===== src/hw/rtl/lax_wendroff_advection_stencil_defines.svh =====
// assertion macros shared by the lax-wendroff stencil rtl
// expects clock and reset to be visible in the module that uses them
`ifndef LAX_WENDROFF_ADVECTION_STENCIL_DEFINES_SVH
`define LAX_WENDROFF_ADVECTION_STENCIL_DEFINES_SVH

// consequent checked in the same cycle
`define LWA_ASSERT_SAME(label, ante, cons, msg) \
   label: assert property (@(posedge clock) disable iff (reset) (ante) |-> (cons)) \
      else $error(msg);

// consequent checked in the cycle after the antecedent
`define LWA_ASSERT_NEXT(label, ante, cons, msg) \
   label: assert property (@(posedge clock) disable iff (reset) (ante) |=> (cons)) \
      else $error(msg);

`endif


===== src/hw/rtl/lwa_pkg.sv =====
// types and constants of the lax-wendroff advection stencil
// used by every module of the block except lwa_ram, no dependencies
`default_nettype none

package lwa_pkg;

   localparam int MAX_POINTS = 1024;
   localparam int SAMPLE_W   = 16;
   localparam int IDX_W      = $clog2(MAX_POINTS);
   // wide enough for the point count plus the two wrap reads
   localparam int PT_W       = $clog2(MAX_POINTS + 2);
   localparam int MIN_POINTS = 3;

   localparam int OPCODE_W   = 2;
   localparam int POINT_W    = 10;
   localparam int STEPS_W    = 16;
   localparam int COEF_W     = 16;
   localparam int GCFG_W     = 11;
   localparam int CSR_ADDR_W = 2;
   localparam int CSR_DATA_W = 16;
   localparam int REQ_W      = 48;
   localparam int RSP_W      = 24;

   typedef enum logic [OPCODE_W-1:0] {
      OP_LOAD = 2'd0,
      OP_RUN  = 2'd1,
      OP_READ = 2'd2
   } opcode_type;

   typedef enum logic [CSR_ADDR_W-1:0] {
      CSR_GRID_POINTS     = 2'd0,
      CSR_HALF_COURANT    = 2'd1,
      CSR_HALF_COURANT_SQ = 2'd2
   } csr_index_type;

   localparam logic STATUS_DONE  = 1'b0;
   localparam logic STATUS_RANGE = 1'b1;

   typedef enum logic [2:0] {
      ST_IDLE,
      ST_RD_DATA,
      ST_RUN_RD,
      ST_RUN_DRAIN,
      ST_RESP
   } ctrl_state_type;

   // ctrl to step unit
   typedef struct packed {
      logic start;
      logic issue;
   } step_ctl_type;

   // step unit write into the next-step bank
   typedef struct packed {
      logic                       we;
      logic [IDX_W-1:0]           addr;
      logic signed [SAMPLE_W-1:0] data;
   } step_wr_type;

   // ctrl access to the current bank
   typedef struct packed {
      logic                       rd_en;
      logic [IDX_W-1:0]           rd_addr;
      logic                       wr_en;
      logic [IDX_W-1:0]           wr_addr;
      logic signed [SAMPLE_W-1:0] wr_data;
   } mem_req_type;

endpackage

`default_nettype wire


===== src/hw/rtl/lwa_step_unit.sv =====
// stencil pipeline: three-sample window, differences, products, round and saturate
// depends on lwa_pkg and the assertion macro header
`default_nettype none
`include "lax_wendroff_advection_stencil_defines.svh"

module lwa_step_unit (
   input  wire logic                                clock,
   input  wire logic                                reset,
   input  wire lwa_pkg::step_ctl_type               ctl,
   input  wire logic signed [lwa_pkg::SAMPLE_W-1:0] rdata,
   input  wire logic [lwa_pkg::COEF_W-1:0]          half_courant,
   input  wire logic [lwa_pkg::COEF_W-1:0]          half_courant_sq,
   output      lwa_pkg::step_wr_type                wr,
   output      logic                                busy
);

   localparam int SW    = lwa_pkg::SAMPLE_W;
   localparam int CW    = lwa_pkg::COEF_W;
   localparam int D1_W  = SW + 1;
   localparam int D2_W  = SW + 2;
   localparam int P1_W  = CW + 1 + D1_W;
   localparam int P2_W  = CW + 1 + D2_W;
   localparam int R1_W  = P1_W - CW;
   localparam int R2_W  = P2_W - CW;
   localparam int SUM_W = R2_W + 2;
   localparam logic signed [P1_W-1:0]  RND1 = P1_W'(1) << (CW - 1);
   localparam logic signed [P2_W-1:0]  RND2 = P2_W'(1) << (CW - 1);
   localparam logic signed [SUM_W-1:0] SMAX = SUM_W'((1 << (SW - 1)) - 1);
   localparam logic signed [SUM_W-1:0] SMIN = -SMAX - SUM_W'(1);

   logic                      issue_d_ff;
   logic [1:0]                fill_ff, fill_in;
   logic signed [SW-1:0]      w0_ff, w1_ff, w2_ff;
   logic                      win_valid_ff, win_valid_in;
   logic signed [D1_W-1:0]    d1_ff, d1_in;
   logic signed [D2_W-1:0]    d2_ff, d2_in;
   logic signed [SW-1:0]      uc_d_ff, uc_m_ff;
   logic                      dv_ff, mv_ff;
   logic signed [CW:0]        h_s, g_s;
   logic signed [P1_W-1:0]    p1_ff, p1_in, p1_rnd;
   logic signed [P2_W-1:0]    p2_ff, p2_in, p2_rnd;
   logic signed [R1_W-1:0]    r1;
   logic signed [R2_W-1:0]    r2;
   logic signed [SUM_W-1:0]   sum;
   logic signed [SW-1:0]      wr_data_ff, wr_data_in;
   logic                      wr_we_ff;
   logic [lwa_pkg::IDX_W-1:0] pt_ff, pt_in;

   always_comb begin
      fill_in = fill_ff;
      if (ctl.start) begin
         fill_in = 2'd0;
      end else if (issue_d_ff && fill_ff != 2'd2) begin
         fill_in = fill_ff + 2'd1;
      end
      // third sample in a row completes the window
      win_valid_in = issue_d_ff && fill_ff == 2'd2 && !ctl.start;

      d1_in = D1_W'(w2_ff) - D1_W'(w0_ff);
      d2_in = D2_W'(w2_ff) - (D2_W'(w1_ff) <<< 1) + D2_W'(w0_ff);

      h_s   = $signed({1'b0, half_courant});
      g_s   = $signed({1'b0, half_courant_sq});
      p1_in = P1_W'(d1_ff) * P1_W'(h_s);
      p2_in = P2_W'(d2_ff) * P2_W'(g_s);

      // round to nearest, ties toward plus infinity
      p1_rnd = p1_ff + RND1;
      p2_rnd = p2_ff + RND2;
      r1     = p1_rnd[P1_W-1:CW];
      r2     = p2_rnd[P2_W-1:CW];
      sum    = SUM_W'(uc_m_ff) - SUM_W'(r1) + SUM_W'(r2);
      if (sum > SMAX) begin
         wr_data_in = SW'(SMAX);
      end else if (sum < SMIN) begin
         wr_data_in = SW'(SMIN);
      end else begin
         wr_data_in = SW'(sum);
      end

      pt_in = pt_ff;
      if (ctl.start) begin
         pt_in = '0;
      end else if (wr_we_ff) begin
         pt_in = pt_ff + lwa_pkg::IDX_W'(1);
      end
   end

   always_ff @(posedge clock) begin
      if (reset) begin
         issue_d_ff   <= 1'b0;
         fill_ff      <= 2'd0;
         win_valid_ff <= 1'b0;
         dv_ff        <= 1'b0;
         mv_ff        <= 1'b0;
         wr_we_ff     <= 1'b0;
         pt_ff        <= '0;
      end else begin
         issue_d_ff   <= ctl.issue;
         fill_ff      <= fill_in;
         win_valid_ff <= win_valid_in;
         dv_ff        <= win_valid_ff;
         mv_ff        <= dv_ff;
         wr_we_ff     <= mv_ff;
         pt_ff        <= pt_in;
      end
   end

   always_ff @(posedge clock) begin
      if (issue_d_ff) begin
         w0_ff <= w1_ff;
         w1_ff <= w2_ff;
         w2_ff <= rdata;
      end
      d1_ff      <= d1_in;
      d2_ff      <= d2_in;
      uc_d_ff    <= w1_ff;
      p1_ff      <= p1_in;
      p2_ff      <= p2_in;
      uc_m_ff    <= uc_d_ff;
      wr_data_ff <= wr_data_in;
   end

   assign wr.we   = wr_we_ff;
   assign wr.addr = pt_ff;
   assign wr.data = wr_data_ff;
   assign busy    = issue_d_ff | win_valid_ff | dv_ff | mv_ff | wr_we_ff;

   // a step begins only on an empty pipeline, and every step begins with start
   `LWA_ASSERT_SAME(a_start_when_empty, ctl.start, !busy, "step start while pipeline busy")
   `LWA_ASSERT_SAME(a_first_issue_starts, ctl.issue && !busy, ctl.start,
                    "step reads began without start")

endmodule

`default_nettype wire


===== config.mk =====
export PLATFORM = sky130hd
export DESIGN_NAME = lwa_step_unit
export DESIGN_NICKNAME = d
export VERILOG_FILES = /design/src/hw/rtl/lwa_pkg.sv /design/src/hw/rtl/lwa_step_unit.sv
export VERILOG_INCLUDE_DIRS = /design/src /design/src/hw/rtl
export SDC_FILE = /design/constraint.sdc
export NUM_CORES = 2
export LEC_CHECK = 0
export BUFFER_PORTS_ARGS = -buffer_cell sky130_fd_sc_hd__buf_2
export CORE_ASPECT_RATIO = 1.5
export CORE_MARGIN = 2
export CORE_UTILIZATION = 27
export CTS_CLUSTER_SIZE = 20
export DETAILED_ROUTE_END_ITERATION = 16
export SLEW_MARGIN = 20
export SYNTH_ARGS = -nofsm -noshare
export SYNTH_HDL_FRONTEND = slang
export SYNTH_SLANG_ARGS = --single-unit

===== constraint.sdc =====
create_clock -name clock -period 6.5 [get_ports clock]
set_input_delay 0.325 -clock clock [delete_from_list [all_inputs] [get_ports clock]]
set_output_delay 0.325 -clock clock [all_outputs]
set_load 0.01 [all_outputs]

==> flow_summary.toml <==
[timing]
fin_crit_ps = 6160
max_freq_mhz = 162
slew_headroom_pct = 51.3
timing.final.crit_share_pct = 94.8
final.setup.tns_ps = 0
worst_clock_skew_ps = 20.0
worst_slew_pin_slew_ps = 730
rsz0062_at_grt = "no"
fin_hold_ws_ps = 37.5
timing.final.max_slew_violations = 0
finalHoldViolations = 0
setup_viol = 0

[clock_tree]
tritoncts = "yes"
root_buffer = "clkbuf_16"
h-tree-depth = 4
clock_path_buffers = 2
clock_sinks = 186
numCtsBuffers = 17
clkTransAtPathRegs_ps = 80
clk_latency_ps = 480

[setup_path]
rr_worst_depth = 19
rrSetupSlack_ps = 340
path_max_fanout = 6
worstPathArrival_ps = 6560
crit_type = "reg2reg"
cpLargestDelayFamily = "adder cells"
crit_path_frequent_cell = "fa_1"
worstPathRequired_ps = 6900
worstSetupEndpointType = "flop"
slowest_delay_ps = 530
reg2reg_to = "p2_ff[27]"
r2r_start = "d2_ff[4]"
cp_slowest_cell = "dfxtp_1"
worst-path-buf-inv = 2
crit_path_cell_trace = "and2_1, fa_1, inv_1, fa_1, fa_1, inv_1, ha_1, fa_1, fa_1, ha_1, or4_1, a221oi_2, o21ai_1, a221o_1, a41o_1, a31oi_4, o2111ai_2, a21oi_1, xnor2_1"
start_kind = "flop"

[layout]
largestRegisters = "p2_ff: 20 flops, p1_ff: 19 flops, d2_ff: 18 flops"
nNetsFinal = 4110
area_growth_pct = 12.1
multi_input_area_um2 = 21600
fin_util_pct = 30.5
largest_register_ffs = 20
stdcell_area_um2 = 32700
fillCellCount = 11200
largest_register = "p2_ff"
regArea_um2 = 4230
drive_above_1_share_pct = 8.77

[drt]
drc = 0
num_vias = 20100
wl_um = 70400
drt_iter0_markers = 712
ant_nets = 0
vias_per_cell = 4.31
wl_per_cell_um = 15.1
drt_pass1_iterations = 5

[min_path]
whs_endpoint = "w2_ff[11]"
min_from = "rdata[11]"
hold_class = "in2reg"
hold_depth = 1

[die]
coreArea_um2 = 107000
num_io_pins = 80
chipWidth_um = 272
die_area_um2 = 111000
rows = 147
die_h_um = 407
initial_core_util_pct = 27.2

[global_route]
grt-ovfl-total = 0
grt_max_degree = 52
grt_pass1_wl_um = 115000
grt_pass1_vias = 22300
track_usage_pct = 13.4
antenna_found_initial = 1

[synth]
synth.area.top_cells = "fa_1 (41%), inv_1 (10%), ha_1 (9.8%), dfxtp_1 (9.5%), nand2_1 (5.2%)"
synth-seq-cells = 186
seq_area_frac_synth_pct = 14.4
synth_top_family_by_area = "adder cells"
synthArstFlopShare_pct = 0
synth_cells = 3090
post_synth_num_cell_types = 67
netlist_area_um2 = 29200
synth.area.mux_share_pct = 0.0343
yosys_warnings = 0
synth_nets = 3975
yosysTopAreaCellShare_pct = 41.5
synth_compound_area_share_pct = 4.99
synthSimpleGateAreaFrac_pct = 13.5
synth_top_area_cell = "fa_1"
synth.avg_cell_area_um2 = 9.44
synth_xor_area_share_pct = 4.14
synth_edf_count = 48
synthAdderAreaFrac_pct = 51.3
synthFlopType = "dfxtp_1"

[status]
status = "completed"

[placed_design]
placed_cell_area_um2 = 32000
portBuffers = 79
hpwl_um = 60300
place_congestion = 0.852

[job]
maxCapViolations = 0
synth_stat cells, types with 8 or more instances:
master    number
clkbuf_1      88
a31oi_1        9
xor2_1        59
o21ai_2       10
edfxtp_1      48
nand2_1      405
a21oi_1       77
nor2_1        52
dfxtp_1      138
ha_1         229
nand4_1        8
nor3_1        18
or3_1          8
nor2b_1        9
nand3_1       45
fa_1         604
xnor2_1       79
and2_1       220
and3_1        34
inv_1        806
a21o_1        29
o21ai_0       27
how the worst max path moves through the flow:
stage | depth (start not counted) | endpoint | from | slack [ps]
after floorplan | 22 | p2_ff[33] | half_courant_sq[4] | 20
after global placement | 22 | p2_ff[34] | d2_ff[17] | 60
after detailed placement | 22 | p2_ff[34] | d2_ff[17] | 100
after CTS | 22 | p2_ff[34] | d2_ff[17] | 60
after global routing | 23 | p1_ff[33] | d1_ff[8] | 20
final | 19 | p2_ff[27] | d2_ff[4] | 340
cells in the final DEF, fill, tap and decap left out, types with 9 or more instances in the layout:
master	Yosys	routed
buf_4	2	118
nand2_1	405	405
a21oi_1	77	77
nand3_1	45	45
o21ai_0	27	26
ha_1	229	229
clkbuf_16	0	17
dfxtp_2	0	12
and3_1	34	34
edfxtp_1	48	48
o21ai_2	10	10
fa_1	604	603
a21o_1	29	29
nor2b_1	9	9
xor2_1	59	59
dfxtp_1	138	123
buf_2	0	79
xnor2_1	79	79
inv_1	806	804
nor2_1	52	52
and2_1	220	220
nor3_1	18	18
repair_timing:
| action | CTS | global route |
|---|---|---|
| hold buffers | 3 | 0 |
| resized for setup | 0 | 21 |
| setup buffers | 0 | 0 |
| setup endpoints to repair | 0 | 17 |
| endpoints found under the hold margin | 3 | 0 |
area by class of cell:
cell class | count | area share [%]
multi-input combinational | 2006 | 66.0
antenna | 1 | 0.00765
clock buffer | 19 | 1.35
inverter | 806 | 9.25
sequential | 186 | 12.9
timing repair buffer | 208 | 4.50
clock inverter | 13 | 0.486
tap | 1415 | 5.42
metal layers:
| layer | up-vias | part of all wire (%) | wire (µm) | track usage [%] |
|---|---|---|---|---|
| met5 | - | 0 | 0 | 0 |
| met4 | 0 | 4.9 | 3460 | 5.97 |
| met3 | 120 | 2.4 | 1700 | 1.58 |
| met2 | 305 | 56 | 39400 | 26.0 |
| met1 | 10300 | 37 | 25900 | 14.2 |
| li1 | 9386 | - | - | - |
stage by stage:
stage | cells | setup slack (ps)
global route | 4654 | 18.4
global placement | 4618 | 63.0
detailed placement | 4618 | 105
CTS | 4653 | 55.5
floorplan | 3090 | 19.9
finish | 4654 | 336
cells by family (layout without fill, tap and decap cells):
kind of cell,Yosys count,count (layout)
buf+inv,898,1046
fa+ha+maj,833,833
flops,186,186
mux,1,1
compound gates,213,213
xor+xnor,138,138
other cells,0,1
simple gates,821,821
Power is not shown: default switching activity piles up to over one toggle a cycle in this logic, so the estimate is an artifact.
