<file path="src/hw/rtl/lax_wendroff_advection_stencil_defines.svh">
// assertion macros shared by the lax-wendroff stencil rtl
// expects clock and reset to be visible in the module that uses them
`ifndef LAX_WENDROFF_ADVECTION_STENCIL_DEFINES_SVH
`define LAX_WENDROFF_ADVECTION_STENCIL_DEFINES_SVH

// consequent checked in the same cycle
`define LWA_ASSERT_SAME(label, ante, cons, msg) \
   label: assert property (@(posedge clock) disable iff (reset) (ante) |-> (cons)) \
      else $error(msg);

// consequent checked in the cycle after the antecedent
`define LWA_ASSERT_NEXT(label, ante, cons, msg) \
   label: assert property (@(posedge clock) disable iff (reset) (ante) |=> (cons)) \
      else $error(msg);

`endif

</file>
<file path="src/hw/rtl/lwa_pkg.sv">
// types and constants of the lax-wendroff advection stencil
// used by every module of the block except lwa_ram, no dependencies
`default_nettype none

package lwa_pkg;

   localparam int MAX_POINTS = 1024;
   localparam int SAMPLE_W   = 16;
   localparam int IDX_W      = $clog2(MAX_POINTS);
   // wide enough for the point count plus the two wrap reads
   localparam int PT_W       = $clog2(MAX_POINTS + 2);
   localparam int MIN_POINTS = 3;

   localparam int OPCODE_W   = 2;
   localparam int POINT_W    = 10;
   localparam int STEPS_W    = 16;
   localparam int COEF_W     = 16;
   localparam int GCFG_W     = 11;
   localparam int CSR_ADDR_W = 2;
   localparam int CSR_DATA_W = 16;
   localparam int REQ_W      = 48;
   localparam int RSP_W      = 24;

   typedef enum logic [OPCODE_W-1:0] {
      OP_LOAD = 2'd0,
      OP_RUN  = 2'd1,
      OP_READ = 2'd2
   } opcode_type;

   typedef enum logic [CSR_ADDR_W-1:0] {
      CSR_GRID_POINTS     = 2'd0,
      CSR_HALF_COURANT    = 2'd1,
      CSR_HALF_COURANT_SQ = 2'd2
   } csr_index_type;

   localparam logic STATUS_DONE  = 1'b0;
   localparam logic STATUS_RANGE = 1'b1;

   typedef enum logic [2:0] {
      ST_IDLE,
      ST_RD_DATA,
      ST_RUN_RD,
      ST_RUN_DRAIN,
      ST_RESP
   } ctrl_state_type;

   // ctrl to step unit
   typedef struct packed {
      logic start;
      logic issue;
   } step_ctl_type;

   // step unit write into the next-step bank
   typedef struct packed {
      logic                       we;
      logic [IDX_W-1:0]           addr;
      logic signed [SAMPLE_W-1:0] data;
   } step_wr_type;

   // ctrl access to the current bank
   typedef struct packed {
      logic                       rd_en;
      logic [IDX_W-1:0]           rd_addr;
      logic                       wr_en;
      logic [IDX_W-1:0]           wr_addr;
      logic signed [SAMPLE_W-1:0] wr_data;
   } mem_req_type;

endpackage

`default_nettype wire

</file>
<file path="src/hw/rtl/lwa_ctrl.sv">
// sequencer: config registers, item decode, run read order, bank swap, result register
// depends on lwa_pkg and the assertion macro header
`default_nettype none
`include "lax_wendroff_advection_stencil_defines.svh"

module lwa_ctrl (
   input  wire logic                                  clock,
   input  wire logic                                  reset,
   input  wire logic                                  req_tvalid,
   output      logic                                  req_tready,
   input  wire logic [lwa_pkg::OPCODE_W-1:0]          req_opcode,
   input  wire logic [lwa_pkg::POINT_W-1:0]           req_point_index,
   input  wire logic signed [lwa_pkg::SAMPLE_W-1:0]   req_sample_value,
   input  wire logic [lwa_pkg::STEPS_W-1:0]           req_step_count,
   output      logic                                  rsp_tvalid,
   input  wire logic                                  rsp_tready,
   output      logic signed [lwa_pkg::SAMPLE_W-1:0]   rsp_read_value,
   output      logic                                  rsp_status,
   input  wire logic                                  csr_we,
   input  wire logic [lwa_pkg::CSR_ADDR_W-1:0]        csr_addr,
   input  wire logic [lwa_pkg::CSR_DATA_W-1:0]        csr_wdata,
   output      logic [lwa_pkg::COEF_W-1:0]            half_courant,
   output      logic [lwa_pkg::COEF_W-1:0]            half_courant_sq,
   output      lwa_pkg::mem_req_type                  mreq,
   output      logic                                  bank,
   input  wire logic signed [lwa_pkg::SAMPLE_W-1:0]   cur_rdata,
   output      lwa_pkg::step_ctl_type                 step_ctl,
   input  wire logic                                  step_busy
);

   localparam int PT_W = lwa_pkg::PT_W;
   localparam int SW   = lwa_pkg::SAMPLE_W;

   lwa_pkg::ctrl_state_type          st_ff, st_in;
   logic [PT_W-1:0]                  k_ff, k_in;
   logic [lwa_pkg::STEPS_W-1:0]      steps_ff, steps_in;
   logic                             bank_ff, bank_in;
   logic signed [SW-1:0]             res_val_ff, res_val_in;
   logic                             res_st_ff, res_st_in;
   logic                             rsp_valid_ff, rsp_valid_in;
   logic signed [SW-1:0]             rsp_value_ff, rsp_value_in;
   logic                             rsp_status_ff, rsp_status_in;
   logic [PT_W-1:0]                  points_ff, points_in;
   logic [lwa_pkg::COEF_W-1:0]       h_ff, h_in, g_ff, g_in;
   logic [lwa_pkg::GCFG_W-1:0]       gcfg;
   logic                             in_range;
   logic [lwa_pkg::IDX_W-1:0]        last_addr;

   // configuration, grid size clamped on write
   always_comb begin
      points_in = points_ff;
      h_in      = h_ff;
      g_in      = g_ff;
      gcfg      = csr_wdata[lwa_pkg::GCFG_W-1:0];
      if (csr_we) begin
         case (lwa_pkg::csr_index_type'(csr_addr))
            lwa_pkg::CSR_GRID_POINTS: begin
               if (32'(gcfg) < 32'(lwa_pkg::MIN_POINTS)) begin
                  points_in = PT_W'(lwa_pkg::MIN_POINTS);
               end else if (32'(gcfg) > 32'(lwa_pkg::MAX_POINTS)) begin
                  points_in = PT_W'(lwa_pkg::MAX_POINTS);
               end else begin
                  points_in = PT_W'(gcfg);
               end
            end
            lwa_pkg::CSR_HALF_COURANT: begin
               h_in = csr_wdata[lwa_pkg::COEF_W-1:0];
            end
            lwa_pkg::CSR_HALF_COURANT_SQ: begin
               g_in = csr_wdata[lwa_pkg::COEF_W-1:0];
            end
            default: begin
            end
         endcase
      end
   end

   always_comb begin
      st_in         = st_ff;
      k_in          = k_ff;
      steps_in      = steps_ff;
      bank_in       = bank_ff;
      res_val_in    = res_val_ff;
      res_st_in     = res_st_ff;
      rsp_valid_in  = rsp_valid_ff && !rsp_tready;
      rsp_value_in  = rsp_value_ff;
      rsp_status_in = rsp_status_ff;
      mreq          = '0;
      step_ctl      = '0;
      req_tready    = 1'b0;
      in_range      = 32'(req_point_index) < 32'(points_ff);
      last_addr     = lwa_pkg::IDX_W'(points_ff - PT_W'(1));

      case (st_ff)
         lwa_pkg::ST_IDLE: begin
            req_tready = 1'b1;
            if (req_tvalid) begin
               res_val_in = '0;
               res_st_in  = lwa_pkg::STATUS_DONE;
               st_in      = lwa_pkg::ST_RESP;
               case (lwa_pkg::opcode_type'(req_opcode))
                  lwa_pkg::OP_LOAD: begin
                     if (in_range) begin
                        mreq.wr_en   = 1'b1;
                        mreq.wr_addr = lwa_pkg::IDX_W'(req_point_index);
                        mreq.wr_data = req_sample_value;
                     end else begin
                        res_st_in = lwa_pkg::STATUS_RANGE;
                     end
                  end
                  lwa_pkg::OP_READ: begin
                     if (in_range) begin
                        mreq.rd_en   = 1'b1;
                        mreq.rd_addr = lwa_pkg::IDX_W'(req_point_index);
                        st_in        = lwa_pkg::ST_RD_DATA;
                     end else begin
                        res_st_in = lwa_pkg::STATUS_RANGE;
                     end
                  end
                  lwa_pkg::OP_RUN: begin
                     if (req_step_count != '0) begin
                        steps_in = req_step_count;
                        k_in     = '0;
                        st_in    = lwa_pkg::ST_RUN_RD;
                     end
                  end
                  default: begin
                  end
               endcase
            end
         end
         lwa_pkg::ST_RD_DATA: begin
            res_val_in = cur_rdata;
            st_in      = lwa_pkg::ST_RESP;
         end
         lwa_pkg::ST_RUN_RD: begin
            // read order: last point, 0 .. n-1, then point 0 again
            mreq.rd_en     = 1'b1;
            step_ctl.issue = 1'b1;
            step_ctl.start = k_ff == '0;
            if (k_ff == '0) begin
               mreq.rd_addr = last_addr;
            end else if (k_ff == PT_W'(points_ff + PT_W'(1))) begin
               mreq.rd_addr = '0;
            end else begin
               mreq.rd_addr = lwa_pkg::IDX_W'(k_ff - PT_W'(1));
            end
            k_in = k_ff + PT_W'(1);
            if (k_ff == PT_W'(points_ff + PT_W'(1))) begin
               st_in = lwa_pkg::ST_RUN_DRAIN;
            end
         end
         lwa_pkg::ST_RUN_DRAIN: begin
            // next step reads what this one wrote, so wait for the last write
            if (!step_busy) begin
               bank_in  = !bank_ff;
               steps_in = steps_ff - lwa_pkg::STEPS_W'(1);
               k_in     = '0;
               if (steps_ff == lwa_pkg::STEPS_W'(1)) begin
                  st_in = lwa_pkg::ST_RESP;
               end else begin
                  st_in = lwa_pkg::ST_RUN_RD;
               end
            end
         end
         lwa_pkg::ST_RESP: begin
            if (!rsp_valid_ff || rsp_tready) begin
               rsp_valid_in  = 1'b1;
               rsp_value_in  = res_val_ff;
               rsp_status_in = res_st_ff;
               st_in         = lwa_pkg::ST_IDLE;
            end
         end
         default: begin
            st_in = lwa_pkg::ST_IDLE;
         end
      endcase
   end

   always_ff @(posedge clock) begin
      if (reset) begin
         st_ff        <= lwa_pkg::ST_IDLE;
         bank_ff      <= 1'b0;
         rsp_valid_ff <= 1'b0;
         points_ff    <= PT_W'(lwa_pkg::MAX_POINTS);
         h_ff         <= '0;
         g_ff         <= '0;
         k_ff         <= '0;
         steps_ff     <= '0;
      end else begin
         st_ff        <= st_in;
         bank_ff      <= bank_in;
         rsp_valid_ff <= rsp_valid_in;
         points_ff    <= points_in;
         h_ff         <= h_in;
         g_ff         <= g_in;
         k_ff         <= k_in;
         steps_ff     <= steps_in;
      end
   end

   always_ff @(posedge clock) begin
      res_val_ff    <= res_val_in;
      res_st_ff     <= res_st_in;
      rsp_value_ff  <= rsp_value_in;
      rsp_status_ff <= rsp_status_in;
   end

   assign rsp_tvalid      = rsp_valid_ff;
   assign rsp_read_value  = rsp_value_ff;
   assign rsp_status      = rsp_status_ff;
   assign half_courant    = h_ff;
   assign half_courant_sq = g_ff;
   assign bank            = bank_ff;

   `LWA_ASSERT_NEXT(a_one_item_at_a_time, req_tvalid && req_tready, !req_tready,
                    "item taken while another is in progress")
   `LWA_ASSERT_NEXT(a_bank_held_while_draining,
                    st_ff == lwa_pkg::ST_RUN_DRAIN && step_busy, $stable(bank_ff),
                    "banks swapped before the last write of a step")
   `LWA_ASSERT_SAME(a_run_addr_in_grid, st_ff == lwa_pkg::ST_RUN_RD,
                    32'(mreq.rd_addr) < 32'(points_ff), "run read beyond grid")
   `LWA_ASSERT_SAME(a_steps_left,
                    st_ff == lwa_pkg::ST_RUN_RD || st_ff == lwa_pkg::ST_RUN_DRAIN,
                    steps_ff != '0, "run active with no steps left")

endmodule

`default_nettype wire

</file>
<file path="config.mk">
export PLATFORM = sky130hd
export DESIGN_NAME = lwa_ctrl
export DESIGN_NICKNAME = d
export VERILOG_FILES = /design/src/hw/rtl/lwa_pkg.sv /design/src/hw/rtl/lwa_ctrl.sv
export VERILOG_INCLUDE_DIRS = /design/src /design/src/hw/rtl
export SDC_FILE = /design/constraint.sdc
export NUM_CORES = 1
export LEC_CHECK = 0
export ABC_AREA = 1
export BUFFER_PORTS_ARGS = -buffer_cell sky130_fd_sc_hd__buf_2
export CAP_MARGIN = 20
export CORE_UTILIZATION = 35
export CTS_BUF_LIST = sky130_fd_sc_hd__clkbuf_4 sky130_fd_sc_hd__clkbuf_8
export CTS_CLUSTER_SIZE = 40
export DETAILED_ROUTE_END_ITERATION = 8
export PLACE_DENSITY = 0.6
export SYNTH_ARGS = -nofsm -noshare
export SYNTH_HDL_FRONTEND = slang
export SYNTH_SLANG_ARGS = --single-unit
</file>
<file path="constraint.sdc">
create_clock -name clock -period 2.15 [get_ports clock]
set_clock_uncertainty 0.15 [all_clocks]
set_input_delay 0.3225 -clock clock [delete_from_list [all_inputs] [get_ports clock]]
set_output_delay 0.3225 -clock clock [all_outputs]
set_load 0.02 [all_outputs]
</file>
==> qor.csv, run 1 <==
metric,value,unit
status,"finished, violations left",
failing checks,negative setup slack,
Synth Area in Simple Gates,28.0,%
met1 Resource Use GR,27.5,%
largest net degree at the start of global routing,34,
final core occ,52.0,%
main combinational cell family by area after synthesis,simple AND/OR/NAND/NOR gates,
leading area contributor after synthesis,dfxtp_1,
CP endpoint kind,output port,
setup_tns,-19020,ps
CP max-delay cell,dfxtp_2,
clk slew on worst S/H paths,120,ps
Sink Count,109,
ordered list of cells on the worst path,inv_4 > ha_4 > nand2_1 > nand2_1 > nand2_2 > nand2_2 > nand2_2 > nand3_4 > nor3_4 > inv_4 > clkbuf_16 > nor2_4 > buf_6,
HP Start,csr_wdata[4],
PD cells,839,nW/um^2
Yosys reg bits,109,
pre-CTS WS,-387,ps
share of cells above drive strength 1,37.9,%
final hold viol count,0,
"Cell Count, Final, Fillers Out",1416,
GRT busiest layer,met2,
Ports,176,
Final period util,125,%
sequential fraction of the synthesis area,39.5,%
via count,6721,
total track usage,20.4,%
CTS buffer count,9,
main flop type after synthesis,dfxtp_1,
Synth top area share,23.5,%
Worst Max-Slew Pin Slew,600,ps
Post-Synth Adder-Cell Area,3.53,%
Critical Path RT,1680,ps
H-tree levels,3,
met2 Use GR,33.0,%
CP Class,reg -> out,
Core Region,17900,sq um
crit path launch type,register,
Initial Utilization,35.6,%
die footprint,18800,sq um
CTS hold repair buffers,0,
r2r setup slk,-40,ps
Synth Area per Inst,6.85,sq um
ys async rst share,0,%
# placed instances,1389,
antenna-violating nets left,0,
Crit Path Max Fanout,8,
vias in the first global route,6137,
clock buffer depth,2,
Synth Cell Area,6380,sq um
Synth Area in Compound Gates,14.0,%
Port Buffer Count,175,
Worst EP arrival,2220,ps
initial antenna violation count,0,
fmax,371,MHz
Routed WL,19300,um
Post-Synthesis Net Count,1034,
worst hold path class,in -> reg,
R2R cell count,15,
FF-to-FF Start,points_ff[0],
RSZ-0062 raised after global routing,yes,
Worst Hold Depth,3,
Area growth syn-to-layout,45.9,%
hpwl dp,14500,um
multiplexer share of the synthesized area,0,%
CTS tree,yes,
max cap viols,0,
Final Critical Period,2690,ps
RePlAce Congestion,0.889,
fin nets,1284,
Final Max Tran Viols,0,
Initial DRC Count,377,
Vias per Instance,4.75,
most area-consuming cells after synthesis,"dfxtp_1, edfxtp_1, nand2_1, inv_1, nor2_1",
first-pass GRT wire length,29800,um
diode count,0,
crit-path max cell delay,370,ps
Die Width,137,um
Remaining DRCs,0,
Final Power,7.81,mW
Root Driver,clkbuf_8,
"EDFF count, synth",34,
Hold WS,47.9,ps
DR WL/cell,13.6,um
Die Span Y,137,um
Relative slew margins,59.9,%
Synth Warn #,0,
num rows,49,
# setup viols final,40,
RR Endpoint,st_ff[1],
crit-path most repeated cell,nand2_2,
"Remaining Overflow, GRT",0,
Synth cell types,37,
Setup WS post-layout,-542,ps
DP Area,8360,sq um
fin area,9310,sq um
latest clock arrival within the worst-skew pair,390,ps
maximum vdd drop,0.382,mV
Post-Synth XOR/XNOR Area,2.75,%
leak pwr,4.40,nW
DR pass1 iterations,5,
Worst Hold End,points_ff[4],
grt met3 use,3.85,%
Syn Inst Count,932,
[state kept, by name, indices dropped and copies added (netlist names), 3 cells and up]
name	cells
half_courant_sq	16
res_val_ff	16
st_ff	3
points_ff	11
k_ff	11
half_courant	16
steps_ff	16
rsp_read_value	16
[cells in the mapped netlist (2+ instances only)]
cell type,number
inv_2,9
edfxtp_1,34
nor2_2,3
a21oi_1,74
nand3_2,2
a211oi_1,3
nand3_1,47
a31oi_1,5
o21ai_1,8
inv_4,2
nand4_1,12
nor2_1,146
o22ai_1,4
clkbuf_1,16
buf_4,2
o211ai_2,2
dfxtp_1,75
or2_2,5
nor3_1,12
buf_1,2
buf_6,2
o21ai_2,3
nor2_4,4
nand2_1,185
ha_1,18
xnor2_1,6
xor2_1,14
buf_2,13
inv_1,148
o21ai_0,66
nor4_1,4
[where the power goes]
part / switching, mW / internal, mW
clock network: 0.828 / 0.455
logic: 2.26 / 1.47
registers: 0.176 / 2.63
total: 3.26 / 4.55
[cell usage in the layout, fill, tap and decap left out, drive strengths merged, types with 2 or more instances in the layout]
cell      n
o21ai    77
o22ai     4
nand3    49
buf     272
a211oi    3
o211ai    2
xnor2     6
a31oi     5
inv     163
edfxtp   34
clkbuf   11
a21oi    74
nor3     13
xor2     14
or2       5
dfxtp    75
nor2    154
nor4      4
nand2   186
ha       18
clkinv    2
nand4    12
[critical path: cells and delay by family (launching register included)]
family,cells,cell delay (ps)
flip-flops,1,370
buffers and inverters,4,460
AND/OR/NAND/NOR,8,760
adder cells (fa/ha/maj),1,230
[metal layers]
metal,up-vias,wire length [um]
li1,3458,-
met1,3068,8970
met2,175,8910
met3,20,1070
met4,0,315
met5,-,0
[worst max path at each step]
stage,startpoint,to,cells past startpoint
2_1_floorplan,points_ff[6],mreq[10],13
3_3_place_gp,req_point_index[9],mreq[33],14
3_5_place_dp,req_point_index[9],mreq[33],14
4_1_cts,points_ff[0],mreq[31],12
5_1_grt,points_ff[4],mreq[32],15
6_report,points_ff[4],mreq[3],13
[layout make-up]
cell class,count,area (sq um)
timing repair buffer,274,1940
sequential,109,2540
clock buffer,9,124
tap,229,287
inverter,159,622
clock inverter,7,70.1
fill,1725,8590
multi-input combinational,629,3720
[kinds of logic (layout without fill, tap and decap cells)]
logic type,count (synthesis),after routing
adder cells (fa/ha/maj),18,18
XOR/XNOR,20,20
AO/OA/AOI/OAI,168,168
AND/OR/NAND/NOR,423,423
buffers and inverters,194,449
flip-flops,109,109
[timing repair]
item                                   in CTS  in global routing
setup buffers                               8                  3
gates cloned                                0                  2
endpoints found under the hold margin       0                  0
resized for setup                          92                 99
pin swaps                                  27                 47
setup endpoints to repair                  39                 42
Power figures use the tool's default switching activity.
==> inputs of run 2 (changes only) <==
- PLACE_DENSITY: 0.6 -> 0.59
==> qor.csv, run 2 (synthesis results as in run 1) <==
metric,value,unit,change
Final Max Tran Viols,0,,unchanged
RePlAce Congestion,0.880,,-1.0%
setup_tns,-19590,ps,-573 ps
# setup viols final,42,,+5.0%
Crit Path Max Fanout,8,,unchanged
"Remaining Overflow, GRT",0,,unchanged
status,"finished, violations left",,
crit path launch type,register,,
final hold viol count,0,,unchanged
initial antenna violation count,0,,unchanged
Die Span Y,137,um,unchanged
Worst EP arrival,2220,ps,about the same
clk slew on worst S/H paths,110,ps,about the same
leak pwr,4.43,nW,+0.67%
clock buffer depth,2,,unchanged
PD cells,848,nW/um^2,+1.0%
hpwl dp,14600,um,+0.88%
Final period util,125,%,+0.16 points
Setup WS post-layout,-546,ps,-3.37 ps
CP Class,reg -> out,,
Sink Count,109,,unchanged
Die Width,137,um,unchanged
max cap viols,0,,unchanged
Worst Max-Slew Pin Slew,609,ps,+8.33 ps
share of cells above drive strength 1,37.9,%,about the same
antenna-violating nets left,0,,unchanged
final core occ,52.5,%,+0.48 points
DR pass1 iterations,5,,unchanged
Final Critical Period,2700,ps,+3.37 ps
crit-path max cell delay,370,ps,about the same
CP max-delay cell,dfxtp_2,,
num rows,49,,unchanged
total track usage,20.8,%,+0.38 points
maximum vdd drop,0.565,mV,+48%
top cell family by delay on the critical path,simple AND/OR/NAND/NOR gates,,
Routed WL,19400,um,+1.0%
Ports,176,,unchanged
Vias per Instance,4.80,,+1.2%
"leading cell type in the layout, fill and taps excluded",nand2_1,,
Relative slew margins,59.4,%,-0.56 points
RSZ-0062 raised after global routing,yes,,
Core Region,17900,sq um,unchanged
worst hold path class,in -> reg,,
largest net degree at the start of global routing,35,,+2.9%
vias in the first global route,6166,,+0.47%
diode count,0,,unchanged
first-pass GRT wire length,30400,um,+1.9%
# placed instances,1396,,+0.50%
die footprint,18800,sq um,unchanged
most frequent cells in the layout,"nand2_1, buf_2, inv_1, nor2_1, buf_4",,
DR WL/cell,13.7,um,+0.50%
"Cell Count, Final, Fillers Out",1423,,+0.49%
failing checks,negative setup slack,,
CTS tree,yes,,
CTS hold repair buffers,0,,unchanged
latest clock arrival within the worst-skew pair,390,ps,about the same
fmax,371,MHz,-0.13%
CP endpoint kind,output port,,
Final Power,7.97,mW,+2.0%
via count,6835,,+1.7%
Root Driver,clkbuf_8,,
Remaining DRCs,0,,unchanged
Buf/Inv on CP,5,,+1
Port Buffer Count,175,,unchanged
Initial Utilization,35.6,%,unchanged
Area growth syn-to-layout,47.3,%,
CTS buffer count,9,,unchanged
Initial DRC Count,348,,-7.7%
Critical Path RT,1680,ps,about the same
H-tree levels,3,,unchanged
ordered list of cells on the worst path,inv_4 > ha_4 > nand2_2 > inv_2 > nand2_1 > nand2_1 > nand2_2 > nand3_4 > nor3_4 > inv_4 > clkbuf_16 > nor2_4 > buf_6,,
fin nets,1291,,+0.55%
==> run 2: layout make-up <==
type,count,area [sq um]
sequential,109,2550
clock buffer,9,124
clock inverter,7,70.1
multi-input combinational,629,3730
timing repair buffer,281,2010
tap,229,287
inverter,159,624
fill,1750,8510
==> run 2: timing repair <==
action / in CTS / in global routing
endpoints found under the setup margin: 40 / 43
setup buffers: 6 / 4
gates cloned: 0 / 2
pin swaps: 27 / 22
gates resized for setup: 136 / 58
==> run 2: path summary, 6_finish.rpt <==
check                           cells after the start  slack [ps]     startpoint                 to
worst max-delay path                               13        -550   points_ff[6]           mreq[15]
worst min-delay path                                3          40  csr_wdata[14]   half_courant[14]
worst max register to register                     14        -100   points_ff[0]           st_ff[1]
worst min register to register                      0         280  res_val_ff[8]  rsp_read_value[8]
==> run 2: where the power goes <==
| group | leakage (nW) | switching (mW) | internal, mW |
|---|---|---|---|
| Clock | 0.0951 | 0.823 | 0.453 |
| Sequential | 0.943 | 0.172 | 2.63 |
| Combinational | 3.39 | 2.32 | 1.57 |
==> run 2: metal layers <==
metal / track usage, % / wire (um) / vias up
li1: - / - / 3474
met3: 4.04 / 1340 / 19
met5: 0 / 0 / -
met4: 5.74 / 322 / 0
met2: 33.4 / 8990 / 223
met1: 28.2 / 8790 / 3119
==> run 2: through the flow <==
stage	worst slack, ps	hold slack (ps)	cell area [sq um]
2_1_floorplan	-168	250	6730
3_3_place_gp	-320	252	8420
3_5_place_dp	-360	256	8420
4_1_cts	-525	16.9	9090
5_1_grt	-673	44.4	9400
6_report	-546	40.7	9400
==> run 2: worst reg2reg max path, cell delays in order (launching register included) <==
cell     delay [ps]
dfxtp_4         410
inv_4            50
ha_4            240
xor2_1          140
nor2_1          130
buf_4           130
nand4_1          80
nor2_1          130
nand2_2         130
buf_6           150
buf_4           130
nand2_4          50
nand2_2          60
o21ai_2         150
inv_1            40
==> inputs of run 3 (changes only) <==
- CORE_UTILIZATION: 35 -> 49
- PLACE_DENSITY: 0.59 -> 0.78
==> qor.csv, run 3 (synthesis results as in run 1) <==
metric,value,unit,change
hpwl dp,13700,um,-6.3%
failing checks,negative setup slack,,
final hold viol count,0,,unchanged
Ports,176,,unchanged
vias in the first global route,6309,,+2.3%
fmax,365,MHz,-1.5%
Root Driver,clkbuf_8,,
die footprint,13500,sq um,-28%
crit path launch type,register,,
CP endpoint kind,output port,,
leak pwr,4.35,nW,-1.7%
FF-to-FF Start,points_ff[0],,
Final Critical Period,2740,ps,+42.2 ps
Setup WS post-layout,-588,ps,-42.2 ps
Initial DRC Count,490,,+41%
antenna-violating nets left,0,,unchanged
Final Max Tran Viols,0,,unchanged
Flop pwr share,36.4,%,+1.2 points
CP startpoint,points_ff[0],,
Die Span Y,116,um,-15%
Worst Hold Depth,3,,unchanged
sw power,3.20,mW,-3.5%
RR Endpoint,st_ff[1],,
Final Power,7.72,mW,-3.1%
Sink Count,109,,unchanged
RePlAce Congestion,0.930,,+5.7%
Clk network pwr share,15.7,%,-0.3 points
Worst EP arrival,2270,ps,+50 ps
H-tree levels,3,,unchanged
WL met1,7960,um,-9.4%
CTS hold repair buffers,0,,unchanged
Critical Path RT,1680,ps,about the same
status,"finished, violations left",,
fin area,9100,sq um,-3.2%
first-pass GRT wire length,29300,um,-3.7%
worst hold path class,in -> reg,,
R2R cell count,13,,-1
WL met2,9130,um,+1.6%
max cap viols,0,,unchanged
Worst Hold End,half_courant[12],,
Switching Fraction,41.4,%,-0.13 points
diode count,0,,unchanged
Die Width,116,um,-15%
Pint,4.52,mW,-2.9%
# setup viols final,39,,-7.1%
r2r setup slk,50,ps,+150 ps
routed wl met3,1530,um,+14%
num rows,41,,-16%
"leading cell type in the layout, fill and taps excluded",nand2_1,,
Crit Path Max Fanout,3,,-5
HP Start,csr_wdata[12],,
Remaining DRCs,0,,unchanged
via count,6978,,+2.1%
DP Area,8260,sq um,-1.9%
RSZ-0062 raised after global routing,yes,,
# placed instances,1326,,-5.0%
Routed WL,19100,um,-1.7%
Area growth syn-to-layout,42.6,%,
"Cell Count, Final, Fillers Out",1354,,-4.8%
Comb pwr share,47.8,%,-1.0 points
fin nets,1279,,-0.93%
total track usage,28.2,%,+7.4 points
register area,2540,sq um,about the same
Core Region,12700,sq um,-29%
largest net degree at the start of global routing,34,,-2.9%
Vias per Instance,5.15,,+7.3%
DR pass1 iterations,6,,+1
CTS tree,yes,,
clk slew on worst S/H paths,110,ps,about the same
share of cells above drive strength 1,36.0,%,-2.0 points
most frequent cells in the layout,"nand2_1, buf_2, inv_1, nor2_1, buf_4",,
Port Buffer Count,175,,unchanged
maximum vdd drop,0.562,mV,-0.48%
initial antenna violation count,0,,unchanged
Multi-input gate area,3620,sq um,-3.0%
"Remaining Overflow, GRT",0,,unchanged
CP Class,reg -> out,,
Filler Cell Count,998,,-43%
DR WL/cell,14.1,um,+3.3%
highest metal used,met4,,
Final period util,127,%,+2.0 points
clock buffer depth,2,,unchanged
latest clock arrival within the worst-skew pair,390,ps,about the same
PD cells,848,nW/um^2,about the same
Relative slew margins,62.1,%,+2.7 points
CTS buffer count,9,,unchanged
Initial Utilization,50.4,%,+15 points
Worst Max-Slew Pin Slew,568,ps,-41.2 ps
run 3: how the worst max path moves through the flow:
stage,cells past startpoint,slack (ps),endpoint
6_report,11,-590,mreq[30]
2_1_floorplan,13,-170,mreq[10]
5_1_grt,11,-710,mreq[30]
4_1_cts,14,-550,mreq[4]
3_3_place_gp,14,-260,mreq[1]
3_5_place_dp,14,-300,mreq[2]
run 3: routing by layer:
layer | track usage, % | up-vias
li1 | - | 3448
met1 | 36.1 | 3170
met2 | 48.0 | 317
met3 | 5.24 | 43
met4 | 8.97 | 0
met5 | 0 | -
run 3: area by class of cell:
type	instances	share of cell area, %
well taps	172	2.37
clock inverters	7	0.701
clock buffers	9	1.36
multi-input cells	629	39.8
inverters	159	6.86
repair buffers	269	20.9
flip-flops and latches	109	28.0
run 3: power groups by stage:
stage	logic, mW	clock network, mW	registers (mW)
finish	3.69	1.22	2.81
global route	4.06	1.31	2.85
CTS	3.52	1.25	2.81
detailed placement	3.23	0	2.86
global placement	3.18	0	2.83
floorplan	2.01	0	2.98
run 3: timing repair:
item,CTS,global route
cloned,2,0
setup endpoints to repair,39,43
gates resized for setup,113,44
buffers inserted,10,3
pin swaps,13,17
run 3: worst max-delay path: stages (launching register included):
cell	delay, ps
dfxtp_4	390
inv_4	50
ha_4	230
xor2_1	130
nor2_1	160
buf_4	140
nand4_1	90
nor2_2	130
nand2_2	110
a21oi_2	210
o21ai_2	80
buf_6	140
run 3: metrics by stage:
| step | utilization, % | hold WS [ps] | TNS (ps) | setup slack, ps |
|---|---|---|---|---|
| after floorplan | - | 250 | -3720 | -168 |
| after global placement | 65.2 | 251 | -8310 | -262 |
| after detailed placement | 65.2 | 255 | -10320 | -302 |
| after CTS | 70.6 | 14.8 | -20230 | -552 |
| after global routing | 71.8 | 43.9 | -25370 | -711 |
| final | 71.8 | 42.2 | -21190 | -588 |
